`src/sv/trqs_pkg.sv`:
```
// Shared codes for the thread ready-queue scheduler.
// Holds the operation and status encodings; depends on nothing.
package trqs_pkg;

  typedef enum logic [1:0] {
    OP_CREATE = 2'd0,
    OP_YIELD  = 2'd1,
    OP_SCHED  = 2'd2,
    OP_EXIT   = 2'd3
  } op_e;

  typedef enum logic [1:0] {
    ST_OK        = 2'd0,
    ST_BADTARGET = 2'd1,
    ST_FULL      = 2'd2,
    ST_DONE      = 2'd3
  } status_e;

endpackage

```
`src/sv/thread_ready_queue_scheduler_unit.sv`:
```
// Thread scheduler with a FIFO ready queue kept as per-slot queue positions.
// Depends on trqs_pkg and trqs_ram.
// From accept to result: create runs a free-slot search, one entry a cycle; yield, schedule
// and exit do two entry reads, then a walk over every slot; an out-of-range target or no free
// slot goes straight to the result; an absent target or a schedule on an empty queue ends
// after the two reads. Reset: a clearing pass initialises the slot RAM; in_stall_o stays high.
// One item at a time: in_stall_o is high from accept until the result is loaded.
module thread_ready_queue_scheduler_unit #(
  parameter int THREAD_SLOTS = 8
) (
  input  logic              clk_i,
  input  logic              rst_ni,
  input  logic              in_valid_i,
  output logic              in_stall_o,
  input  trqs_pkg::op_e     in_opcode_i,
  input  logic [7:0]        in_target_thread_i,
  output logic              out_valid_o,
  input  logic              out_stall_i,
  output trqs_pkg::status_e out_status_o,
  output logic [2:0]        out_running_thread_o,
  output logic [2:0]        out_reported_thread_o
);
  import trqs_pkg::*;

  localparam int IW = $clog2(THREAD_SLOTS);
  localparam int PW = $clog2(THREAD_SLOTS + 1);
  localparam int EW = PW + 1;
  localparam logic [PW-1:0] NPOS = PW'(THREAD_SLOTS);
  localparam logic [IW-1:0] LAST = IW'(THREAD_SLOTS - 1);

  typedef struct packed {
    logic          valid;
    logic [PW-1:0] pos;
  } entry_t;

  typedef enum logic [6:0] {
    S_CLEAR = 7'b0000001,
    S_IDLE  = 7'b0000010,
    S_RD1   = 7'b0000100,
    S_RD2   = 7'b0001000,
    S_DEC   = 7'b0010000,
    S_WALK  = 7'b0100000,
    S_OUT   = 7'b1000000
  } state_e;

  // Control state
  state_e        state_q, state_d;
  logic [IW-1:0] cur_q, cur_d;
  logic [IW-1:0] last_q, last_d;
  logic [PW-1:0] vcount_q, vcount_d;
  logic [PW-1:0] qcount_q, qcount_d;
  logic [IW-1:0] addr_q, addr_d;
  logic [PW-1:0] cnt_q, cnt_d;
  logic          pend_q, pend_d;
  logic          out_valid_q, out_valid_d;

  // Item and walk payload
  op_e           op_q, op_d;
  logic [IW-1:0] tgt_q, tgt_d;
  entry_t        ent1_q, ent1_d;
  logic [IW-1:0] pend_addr_q, pend_addr_d;
  logic          search_q, search_d;
  logic [IW-1:0] self_q, self_d;
  logic          req_en_q, req_en_d;
  logic [PW-1:0] req_pos_q, req_pos_d;
  logic          rem_en_q, rem_en_d;
  logic [IW-1:0] rem_slot_q, rem_slot_d;
  logic [PW-1:0] rem_p_q, rem_p_d;
  logic          clr_en_q, clr_en_d;
  logic          pop_en_q, pop_en_d;
  logic [IW-1:0] head_q, head_d;
  status_e       res_status_q, res_status_d;
  logic [IW-1:0] res_run_q, res_run_d;
  logic [IW-1:0] res_rep_q, res_rep_d;
  status_e       out_status_q, out_status_d;
  logic [IW-1:0] out_run_q, out_run_d;
  logic [IW-1:0] out_rep_q, out_rep_d;

  // RAM ports
  logic          ram_we, ram_re;
  logic [IW-1:0] ram_waddr, ram_raddr;
  logic [EW-1:0] ram_wdata, ram_rdata;

  trqs_ram #(
    .WIDTH (EW),
    .DEPTH (THREAD_SLOTS)
  ) u_slot_ram (
    .clk_i   (clk_i),
    .we_i    (ram_we),
    .waddr_i (ram_waddr),
    .wdata_i (ram_wdata),
    .re_i    (ram_re),
    .raddr_i (ram_raddr),
    .rdata_o (ram_rdata)
  );

  entry_t        rd_e;
  logic          accept;
  logic          tgt_ok;
  logic [IW-1:0] addr_nx;
  logic [IW-1:0] srch_start;

  assign rd_e       = entry_t'(ram_rdata);
  assign accept     = in_valid_i && !in_stall_o;
  assign tgt_ok     = {1'b0, in_target_thread_i} < 9'(THREAD_SLOTS);
  assign addr_nx    = (addr_q == LAST) ? '0 : addr_q + IW'(1);
  assign srch_start = (last_q == LAST) ? '0 : last_q + IW'(1);

  // Decision terms, evaluated while the running slot's entry sits on the read port
  logic          cur_req;
  logic [PW-1:0] qcount_req;
  logic [PW-1:0] yield_p;
  logic [PW-1:0] exit_qc;
  logic [PW-1:0] exit_vc;
  logic          exit_pop;

  assign cur_req    = rd_e.valid && (rd_e.pos == NPOS);
  assign qcount_req = qcount_q + PW'(cur_req);
  assign yield_p    = ((tgt_q == cur_q) && cur_req) ? qcount_q : ent1_q.pos;
  assign exit_qc    = qcount_q - PW'(rd_e.pos != NPOS);
  assign exit_vc    = vcount_q - PW'(rd_e.valid);
  assign exit_pop   = (exit_vc != '0) && (exit_qc != '0);

  // Per-entry update during a walk: requeue, remove, then pop head
  logic [PW-1:0] p0, p1, p2;
  logic          v1;
  logic          is_head;

  assign p0 = (req_en_q && (pend_addr_q == self_q)) ? req_pos_q : rd_e.pos;
  assign v1 = rd_e.valid && !(clr_en_q && (pend_addr_q == self_q));
  assign p1 = !rem_en_q ? p0 :
              (pend_addr_q == rem_slot_q) ? NPOS :
              ((p0 != NPOS) && (p0 > rem_p_q)) ? p0 - PW'(1) : p0;
  assign is_head = pop_en_q && (p1 == '0);
  assign p2 = !pop_en_q ? p1 :
              (p1 == '0) ? NPOS :
              (p1 != NPOS) ? p1 - PW'(1) : p1;

  // Sequencer
  always_comb begin
    state_d      = state_q;
    cur_d        = cur_q;
    last_d       = last_q;
    vcount_d     = vcount_q;
    qcount_d     = qcount_q;
    addr_d       = addr_q;
    cnt_d        = cnt_q;
    pend_d       = 1'b0;
    out_valid_d  = out_valid_q;
    op_d         = op_q;
    tgt_d        = tgt_q;
    ent1_d       = ent1_q;
    pend_addr_d  = addr_q;
    search_d     = search_q;
    self_d       = self_q;
    req_en_d     = req_en_q;
    req_pos_d    = req_pos_q;
    rem_en_d     = rem_en_q;
    rem_slot_d   = rem_slot_q;
    rem_p_d      = rem_p_q;
    clr_en_d     = clr_en_q;
    pop_en_d     = pop_en_q;
    head_d       = head_q;
    res_status_d = res_status_q;
    res_run_d    = res_run_q;
    res_rep_d    = res_rep_q;
    out_status_d = out_status_q;
    out_run_d    = out_run_q;
    out_rep_d    = out_rep_q;
    ram_we       = 1'b0;
    ram_waddr    = pend_addr_q;
    ram_wdata    = ram_rdata;
    ram_re       = 1'b0;
    ram_raddr    = cur_q;

    // Drop the result once taken
    if (out_valid_q && !out_stall_i) begin
      out_valid_d = 1'b0;
    end

    unique case (state_q)
      S_CLEAR: begin
        ram_we    = 1'b1;
        ram_waddr = addr_q;
        ram_wdata = {(addr_q == '0), NPOS};
        addr_d    = addr_nx;
        if (addr_q == LAST) begin
          state_d = S_IDLE;
        end
      end

      S_IDLE: begin
        if (accept) begin
          op_d     = in_opcode_i;
          tgt_d    = in_target_thread_i[IW-1:0];
          search_d = 1'b0;
          req_en_d = 1'b0;
          rem_en_d = 1'b0;
          clr_en_d = 1'b0;
          pop_en_d = 1'b0;
          self_d   = cur_q;
          head_d   = cur_q;
          cnt_d    = '0;
          addr_d   = '0;
          unique case (in_opcode_i)
            OP_CREATE: begin
              if (vcount_q == NPOS) begin
                res_status_d = ST_FULL;
                res_run_d    = cur_q;
                res_rep_d    = '0;
                state_d      = S_OUT;
              end else begin
                search_d = 1'b1;
                addr_d   = srch_start;
                state_d  = S_WALK;
              end
            end
            OP_YIELD: begin
              if (!tgt_ok) begin
                res_status_d = ST_BADTARGET;
                res_run_d    = cur_q;
                res_rep_d    = '0;
                state_d      = S_OUT;
              end else begin
                state_d = S_RD1;
              end
            end
            default: begin
              state_d = S_RD1;
            end
          endcase
        end
      end

      S_RD1: begin
        ram_re    = 1'b1;
        ram_raddr = (op_q == OP_YIELD) ? tgt_q : cur_q;
        state_d   = S_RD2;
      end

      S_RD2: begin
        ram_re    = 1'b1;
        ram_raddr = cur_q;
        ent1_d    = rd_e;
        state_d   = S_DEC;
      end

      S_DEC: begin
        res_rep_d = cur_q;
        state_d   = S_WALK;
        unique case (op_q)
          OP_YIELD: begin
            if (!ent1_q.valid) begin
              res_status_d = ST_BADTARGET;
              res_run_d    = cur_q;
              res_rep_d    = '0;
              state_d      = S_OUT;
            end else begin
              req_en_d     = cur_req;
              req_pos_d    = qcount_q;
              rem_en_d     = 1'b1;
              rem_slot_d   = tgt_q;
              rem_p_d      = yield_p;
              qcount_d     = qcount_req - PW'(yield_p != NPOS);
              cur_d        = tgt_q;
              res_status_d = ST_OK;
              res_run_d    = tgt_q;
            end
          end
          OP_SCHED: begin
            if (qcount_req == '0) begin
              res_status_d = ST_DONE;
              res_run_d    = cur_q;
              state_d      = S_OUT;
            end else begin
              req_en_d     = cur_req;
              req_pos_d    = qcount_q;
              pop_en_d     = 1'b1;
              qcount_d     = qcount_req - PW'(1);
              res_status_d = ST_OK;
            end
          end
          OP_EXIT: begin
            clr_en_d     = 1'b1;
            rem_en_d     = 1'b1;
            rem_slot_d   = cur_q;
            rem_p_d      = rd_e.pos;
            pop_en_d     = exit_pop;
            vcount_d     = exit_vc;
            qcount_d     = exit_qc - PW'(exit_pop);
            res_status_d = exit_pop ? ST_OK : ST_DONE;
            res_run_d    = cur_q;
          end
          default: begin
            state_d = S_OUT;
          end
        endcase
      end

      S_WALK: begin
        // Issue the next read while the previous entry is written back
        if (cnt_q != NPOS) begin
          ram_re      = 1'b1;
          ram_raddr   = addr_q;
          pend_d      = 1'b1;
          pend_addr_d = addr_q;
          addr_d      = addr_nx;
          cnt_d       = cnt_q + PW'(1);
        end
        if (search_q) begin
          // First free slot found: claim it and append it to the queue
          if (pend_q && !rd_e.valid) begin
            ram_we       = 1'b1;
            ram_wdata    = {1'b1, (rd_e.pos == NPOS) ? qcount_q : rd_e.pos};
            qcount_d     = qcount_q + PW'(rd_e.pos == NPOS);
            vcount_d     = vcount_q + PW'(1);
            last_d       = pend_addr_q;
            res_status_d = ST_OK;
            res_run_d    = cur_q;
            res_rep_d    = pend_addr_q;
            state_d      = S_OUT;
          end
        end else begin
          if (pend_q) begin
            ram_we    = 1'b1;
            ram_wdata = {v1, p2};
            if (is_head) begin
              head_d = pend_addr_q;
            end
          end
          if ((cnt_q == NPOS) && !pend_q) begin
            if (pop_en_q) begin
              cur_d     = head_q;
              res_run_d = head_q;
            end
            state_d = S_OUT;
          end
        end
      end

      S_OUT: begin
        // Load the result once the output register is free
        if (!out_valid_q || !out_stall_i) begin
          out_valid_d  = 1'b1;
          out_status_d = res_status_q;
          out_run_d    = res_run_q;
          out_rep_d    = res_rep_q;
          state_d      = S_IDLE;
        end
      end

      default: begin
        state_d = S_IDLE;
      end
    endcase
  end

  // Control registers
  always_ff @(posedge clk_i or negedge rst_ni) begin
    if (!rst_ni) begin
      state_q     <= S_CLEAR;
      cur_q       <= '0;
      last_q      <= '0;
      vcount_q    <= PW'(1);
      qcount_q    <= '0;
      addr_q      <= '0;
      cnt_q       <= '0;
      pend_q      <= 1'b0;
      out_valid_q <= 1'b0;
    end else begin
      state_q     <= state_d;
      cur_q       <= cur_d;
      last_q      <= last_d;
      vcount_q    <= vcount_d;
      qcount_q    <= qcount_d;
      addr_q      <= addr_d;
      cnt_q       <= cnt_d;
      pend_q      <= pend_d;
      out_valid_q <= out_valid_d;
    end
  end

  // Payload registers
  always_ff @(posedge clk_i) begin
    op_q         <= op_d;
    tgt_q        <= tgt_d;
    ent1_q       <= ent1_d;
    pend_addr_q  <= pend_addr_d;
    search_q     <= search_d;
    self_q       <= self_d;
    req_en_q     <= req_en_d;
    req_pos_q    <= req_pos_d;
    rem_en_q     <= rem_en_d;
    rem_slot_q   <= rem_slot_d;
    rem_p_q      <= rem_p_d;
    clr_en_q     <= clr_en_d;
    pop_en_q     <= pop_en_d;
    head_q       <= head_d;
    res_status_q <= res_status_d;
    res_run_q    <= res_run_d;
    res_rep_q    <= res_rep_d;
    out_status_q <= out_status_d;
    out_run_q    <= out_run_d;
    out_rep_q    <= out_rep_d;
  end

  assign in_stall_o            = (state_q != S_IDLE);
  assign out_valid_o           = out_valid_q;
  assign out_status_o          = out_status_q;
  assign out_running_thread_o  = 3'(out_run_q);
  assign out_reported_thread_o = 3'(out_rep_q);

endmodule

```
`src/sv/trqs_ram.sv`:
```
// Generic single-clock RAM: one write port, one read port, registered read data.
// Standalone; no package dependency.
module trqs_ram #(
  parameter int WIDTH = 8,
  parameter int DEPTH = 8
) (
  input  logic                     clk_i,
  input  logic                     we_i,
  input  logic [$clog2(DEPTH)-1:0] waddr_i,
  input  logic [WIDTH-1:0]         wdata_i,
  input  logic                     re_i,
  input  logic [$clog2(DEPTH)-1:0] raddr_i,
  output logic [WIDTH-1:0]         rdata_o
);

  logic [WIDTH-1:0] mem_q [DEPTH];
  logic [WIDTH-1:0] rdata_q;

  // Write port
  always_ff @(posedge clk_i) begin
    if (we_i) begin
      mem_q[waddr_i] <= wdata_i;
    end
  end

  // Registered read port
  always_ff @(posedge clk_i) begin
    if (re_i) begin
      rdata_q <= mem_q[raddr_i];
    end
  end

  assign rdata_o = rdata_q;

endmodule

```
`config.mk`:
```
export PLATFORM = sky130hd
export DESIGN_NAME = thread_ready_queue_scheduler_unit
export DESIGN_NICKNAME = d
export VERILOG_FILES = /design/src/sv/trqs_pkg.sv /design/src/sv/thread_ready_queue_scheduler_unit.sv /design/src/sv/trqs_ram.sv
export SDC_FILE = /design/constraint.sdc
export NUM_CORES = 1
export LEC_CHECK = 0
export BUFFER_PORTS_ARGS = -buffer_cell sky130_fd_sc_hd__buf_2
export CAP_MARGIN = 20
export CORE_ASPECT_RATIO = 0.5
export CORE_MARGIN = 1
export CORE_UTILIZATION = 60
export DETAILED_ROUTE_END_ITERATION = 10
export PLACE_DENSITY = 0.78
export SLEW_MARGIN = 5
export SYNTH_ARGS = -nofsm -noshare
export SYNTH_HDL_FRONTEND = slang
export SYNTH_SLANG_ARGS = --single-unit
```
`constraint.sdc`:
```
create_clock -name clk_i -period 4.5 [get_ports clk_i]
set_input_delay 0.675 -clock clk_i [delete_from_list [all_inputs] [get_ports clk_i]]
set_output_delay 0.675 -clock clk_i [all_outputs]
set_load 0.05 [all_outputs]
```
Yosys cells after proc, flatten, opt, wreduce, memory -nomap -nowiden --
Memories as Yosys holds them, arrays and structs flattened. A register that Yosys moved wholly into a read port is not among the register bits. Index checks and enable logic that the tools add are counted.
Word-level totals: logic and storage cells 274, memories 1, bits in registers 81, output and inout bits 10, bits in writable memories 40, input bits 14
Memories:
- u_slot_ram.mem_q | depth 8, width 5, rd ports 1, clocked after memory_dff 1, write ports 1, line trqs_ram.sv:16 | logic [WIDTH-1:0] mem_q [DEPTH];
Operators by class: muxes and demuxes 123, add/sub/neg operators 13, reduce and logical (&&, ||, !) cells 52, equal/unequal tests 53, magnitude comparators 2
Operator list (number):
- $mux W3 | 32
- $mux W4 | 21
- $mux W7 | 10
- $pmux W7 S7 | 1
- $pmux W4 S2 | 5
- $pmux W3 S2 | 6
- $pmux W3 S3 | 4
- $ne A2 B2 Y1 const B | 14
- $ne A3 B3 Y1 const B | 9
- $pmux W7 S3 | 1
- $ne A4 B4 Y1 const B | 5
- $reduce_and A5 Y1 | 4
- $mux W1 | 18
- $pmux W1 S2 | 9
- $reduce_and A4 Y1 | 4
- $sub A4 B1 Y4 | 4
- $mux W5 | 3
- $reduce_and A3 Y1 | 5
- $mux W2 | 7
- $pmux W7 S2 | 1
- $eq A4 B4 Y1 const B | 3
- $logic_and A1 B1 Y1 | 12
- $pmux W2 S3 | 2
- $pmux W4 S3 | 1
- 37 further kinds | 62

Logic depth before layout (Yosys ltp) --
word-level depth 15, depth in mapped cells 20, depth with buffers taken out 18

Modules after synthesis --
A second synthesis with hierarchy kept.
Unflattened totals: cell total of the unflattened synthesis 583, area total of the unflattened synthesis 6739.0 um^2
By module, submodules not included:
- thread_ready_queue_scheduler_unit | area each 4994.8 um^2, seq. area each 2254.7 um^2, instances 1, cells an instance 508
- trqs_ram | area each 1744.2 um^2, seq. area each 1351.3 um^2, instances 1, cells an instance 75

Least setup slack after synthesis --
No wires, ideal clock.
path kind reg-to-reg, start register self_q[1], end memory u_slot_ram.mem_q[0][0] in the netlist's numbering, data pin, library setup time 0.183 ns, period minus slack after synthesis 4.025 ns, data required time 4.317 ns, setup slack 0.475 ns, stages on the path, launching flop included 18, data arrival time 3.842 ns, cell sequence edfxtp_1 > xnor2_1 > and4_1 > buf_6 > mux2i_1 > inv_1 > ha_1 > nor2b_1 > a311oi_2 > a22oi_2 > o211ai_1 > nor3_1 > nor3_1 > ha_1 > inv_1 > o41a_1 > mux2_2 > a21oi_2
Between the ends: word-level cells in the longest chain between the ends 15
RTL lines:
- start: declaration | line thread_ready_queue_scheduler_unit.sv:63 | logic [IW-1:0] self_q, self_d;
- start signal: assignment | line thread_ready_queue_scheduler_unit.sv:390 | self_q <= self_d;
- $eq A3 B3 Y1 (*) | line thread_ready_queue_scheduler_unit.sv:129 | assign p0 = (req_en_q && (pend_addr_q == self_q)) ? req_pos_q : rd_e.pos;
- $logic_and A1 B1 Y1 (*) | line thread_ready_queue_scheduler_unit.sv:129
- $mux W4 (*) | line thread_ready_queue_scheduler_unit.sv:129
- $gt A4 B4 Y1 / $ne A4 B4 Y1 (equally long branches) | line thread_ready_queue_scheduler_unit.sv:133 | ((p0 != NPOS) && (p0 > rem_p_q)) ? p0 - PW'(1) : p0;
- $logic_and A1 B1 Y1 | line thread_ready_queue_scheduler_unit.sv:133
- $mux W4 | line thread_ready_queue_scheduler_unit.sv:133
- $mux W4 | line thread_ready_queue_scheduler_unit.sv:132 | (pend_addr_q == rem_slot_q) ? NPOS :
- $mux W4 (*) | line thread_ready_queue_scheduler_unit.sv:131 | assign p1 = !rem_en_q ? p0 :
- $sub A4 B1 Y4 / $ne A4 B4 Y1 (equally long branches) | line thread_ready_queue_scheduler_unit.sv:137 | (p1 != NPOS) ? p1 - PW'(1) : p1;
- $mux W4 | line thread_ready_queue_scheduler_unit.sv:137
- $mux W4 | line thread_ready_queue_scheduler_unit.sv:136 | (p1 == '0) ? NPOS :
- $mux W4 (*) | line thread_ready_queue_scheduler_unit.sv:135 | assign p2 = !pop_en_q ? p1 :
- $mux W5 (*) | line thread_ready_queue_scheduler_unit.sv:324 | if (pend_q) begin
- $mux W5 (*) | line thread_ready_queue_scheduler_unit.sv:310 | if (search_q) begin
- $pmux W5 S2 (*) | line thread_ready_queue_scheduler_unit.sv:181 | unique case (state_q)
- net ram_wdata[0] | line thread_ready_queue_scheduler_unit.sv:82 | logic [EW-1:0] ram_wdata, ram_rdata;
- end: declaration | line trqs_ram.sv:16
Mark *: on every way through the listed nets, which the timed path passes. The rest lies on a longest branch.

Final worst setup path --
start register self_q[1], end memory u_slot_ram.mem_q[4][0] in the netlist's numbering, data pin
Same word-level chain as after synthesis.

==> results.json <==
{
  "syn_avg_cell_area_um2": 11.13,
  "antenna_found_initial": 0,
  "tightest_slew_ns": 0.9709,
  "port_buffers": 23,
  "grt_pass1_vias": 4871,
  "final.period_utilization_pct": 94.66,
  "relSlewSlack_pct": 34.59,
  "finalInstanceArea_um2": 7586,
  "ys_seq_area_share_pct": 53.62,
  "synth_mux_area_share_pct": 7.665,
  "grtUsageTotal_pct": 31.23,
  "gp_congestion": 0.9501,
  "drt-initial-drc-count": 735,
  "postPlaceCellArea_um2": 6988,
  "tritoncts": "yes",
  "synth_warnings": 0,
  "die_y_um": 76.86,
  "insertion_delay_ns": 0.42,
  "fin_crit_ns": 4.260,
  "drive_gt1_share_pct": 14.53,
  "utilization_pct": 71.97,
  "grt_pass1_wl_um": 26570,
  "multiInputGateArea_um2": 2932,
  "p_per_area_nw_per_um2": 646.2,
  "die_x_um": 151.7,
  "setup_ws_ns": 0.2403,
  "irDropWorstVdd_mv": 0.3344,
  "cellLeakagePower_nw": 2.949,
  "critPathKind": "reg2reg",
  "fmax_ghz": 0.2348,
  "wire_per_inst_um": 21.33,
  "synth_top_cells_by_count": "edfxtp_1 (93), nand2_1 (59), nor2_1 (53), mux2i_1 (38), inv_1 (32)",
  "drv_cap": 0,
  "start_util_pct": 63.81,
  "drv_slew": 0,
  "outcome": "completed",
  "die-area_um2": 11660,
  "hpwlAfterDp_um": 11630,
  "wirelength_um": 16790,
  "syn_inst": 604,
  "ant_nets": 0,
  "clock-sinks": 126,
  "synth_top_area_share_pct": 41.53,
  "synth-xor-area-share_pct": 3.237,
  "setup_viol": 0,
  "cts_made_buffers": 17,
  "synth_flop_cell": "edfxtp_1",
  "syn_nets": 646,
  "layout.nets": 677,
  "cts_buffer_depth": 2,
  "clk_pin_slew_worst_paths_ns": 0.06,
  "syn_to_final_growth_pct": 12.80,
  "synthAdderAreaFrac_pct": 5.209,
  "yosysTopAreaCell": "edfxtp_1",
  "yosysMostFrequentCell": "edfxtp_1",
  "viasPerCell": 6.459,
  "synth.distinct_cells": 72,
  "cp_data_required_time_ns": 4.73,
  "synth_edf_count": 93,
  "clockRootBuffer": "clkbuf_16",
  "whs_ns": 0.3232,
  "grt_max_degree": 34,
  "ys_seq_elements": 126,
  "synth-simple-area-share_pct": 14.33,
  "startpoint_type": "flop",
  "cts_setup_buffers": 0,
  "via_count": 5083,
  "synth_top_family_by_area": "simple AND/OR/NAND/NOR gates",
  "syn_area_um2": 6725,
  "setup.worst_path.end_class": "flop",
  "synth_compound_area_share_pct": 12.74,
  "grt_overflow": 0,
  "rows": 26,
  "hold_path_class": "in2async",
  "pre_cts_ws_ns": 0.06792,
  "path_max_fanout": 8,
  "coreArea_um2": 10540,
  "async_reset_ff_share_pct": 23.81,
  "synth_area_leaders": "edfxtp_1 (42%), dfrtp_1 (10%), mux2i_1 (5.7%), ha_1 (5.2%), nand2_1 (3.3%)",
  "fin_tns_setup_ns": 0,
  "regArea_um2": 3608,
  "fillerInstances": 745,
  "crit_arrival_ns": 4.49,
  "drc_errors": 0,
  "drtPass1Iterations": 8,
  "ios": 24,
  "h-tree-depth": 4,
  "antennaDiodeCount": 0,
  "hold_viol": 0,
  "skew_ns": 0.01003
}
==> cells in the final DEF, fill, tap and decap left out, types with 5 or more instances in the layout <==
master,synthesis,final
nand3_1,9,9
nor2_1,53,53
nand2b_1,6,6
dfrtp_1,28,28
nand2_1,59,59
clkbuf_16,0,17
edfxtp_1,93,93
nor2b_1,10,10
nor4_1,5,5
nor3_1,14,13
a31oi_1,13,13
xor2_1,12,12
ha_1,28,28
inv_1,32,32
a21oi_1,22,22
buf_2,3,23
and3_1,9,9
or3_1,5,5
a22oi_1,7,7
buf_4,1,8
xnor2_1,11,9
mux2_2,12,12
a211oi_1,7,7
o21ai_0,29,28
mux2i_1,38,38
==> through the flow <==
stage / cells / power [mW]
4_1_cts: 787 / 4.837
3_5_place_dp: 756 / 3.497
6_report: 787 / 4.902
5_1_grt: 787 / 5.164
2_1_floorplan: 604 / 3.031
3_3_place_gp: 756 / 3.428
==> registers in the layout, summed over array words and instances (netlist names), 4 cells and up <==
signal,cells
state_q,7
req_pos_q,4
u_slot_ram.rdata_o,5
qcount_q,4
vcount_q,4
rem_p_q,4
ent1_q,5
cnt_q,4
u_slot_ram.mem_q,40
==> worst max-delay path, cell delays in order, from the launching register on <==
cell and delay [ns]:
edfxtp_1 0.40, xnor2_2 0.23, and4_1 0.26, mux2i_1 0.25, inv_1 0.07, ha_1 0.32, nor2b_1 0.15, a311oi_2 0.40
a22oi_2 0.13, o211ai_1 0.32, nor3_1 0.11, nor3_2 0.22, ha_1 0.20, inv_1 0.06, o41a_1 0.44, mux2_2 0.30
a21oi_4 0.22
==> repair_timing <==
action,in CTS,in global routing
setup endpoints to repair,0,27
hold buffers,0,0
resized for setup,0,8
==> path summary, 6_finish.rpt <==
check	endpoint	depth (start not counted)	from	slack, ns
max reg2reg	u_slot_ram.mem_q[4][0]	16	self_q[1]	0.24
min	addr_q[1]	1	rst_ni	0.32
max in group asynchronous	qcount_q[0]	1	rst_ni	3.69
min reg2reg	out_reported_thread_o[0]	0	res_rep_q[0]	0.42
max	u_slot_ram.mem_q[4][0]	16	self_q[1]	0.24
min in group clk_i	out_reported_thread_o[0]	0	res_rep_q[0]	0.42
==> cells by family (layout without fill, tap and decap cells) <==
logic type / Yosys count / in the layout
simple gates: 196 / 196
compound gates: 127 / 127
flops: 126 / 126
buf+inv: 53 / 96
mux: 50 / 50
fa+ha+maj: 28 / 28
xor+xnor: 24 / 24
==> final cells by class <==
class	count	area share, %
Clock buffer	17	5.608
Inverter	34	1.682
Timing Repair Buffer	31	2.309
Multi-Input combinational cell	425	38.64
Clock inverter	14	1.880
Sequential cell	126	47.57
Tap cell	140	2.309
==> per-layer routing <==
layer  global-route usage [%]  share of wire, %  up-vias
li1                         -                 -     2313
met5                        0                 0        -
met2                    45.45                43      326
met4                    8.317               2.0        0
met1                    45.59                43     2402
met3                    8.869                12       42
==> power breakdown <==
group	switching, mW	internal [mW]	total (mW)
Combinational	1.05	0.677	1.73
Sequential	0.300	1.54	1.84
Clock	0.520	0.811	1.33
(Power assumes the default switching activity.)
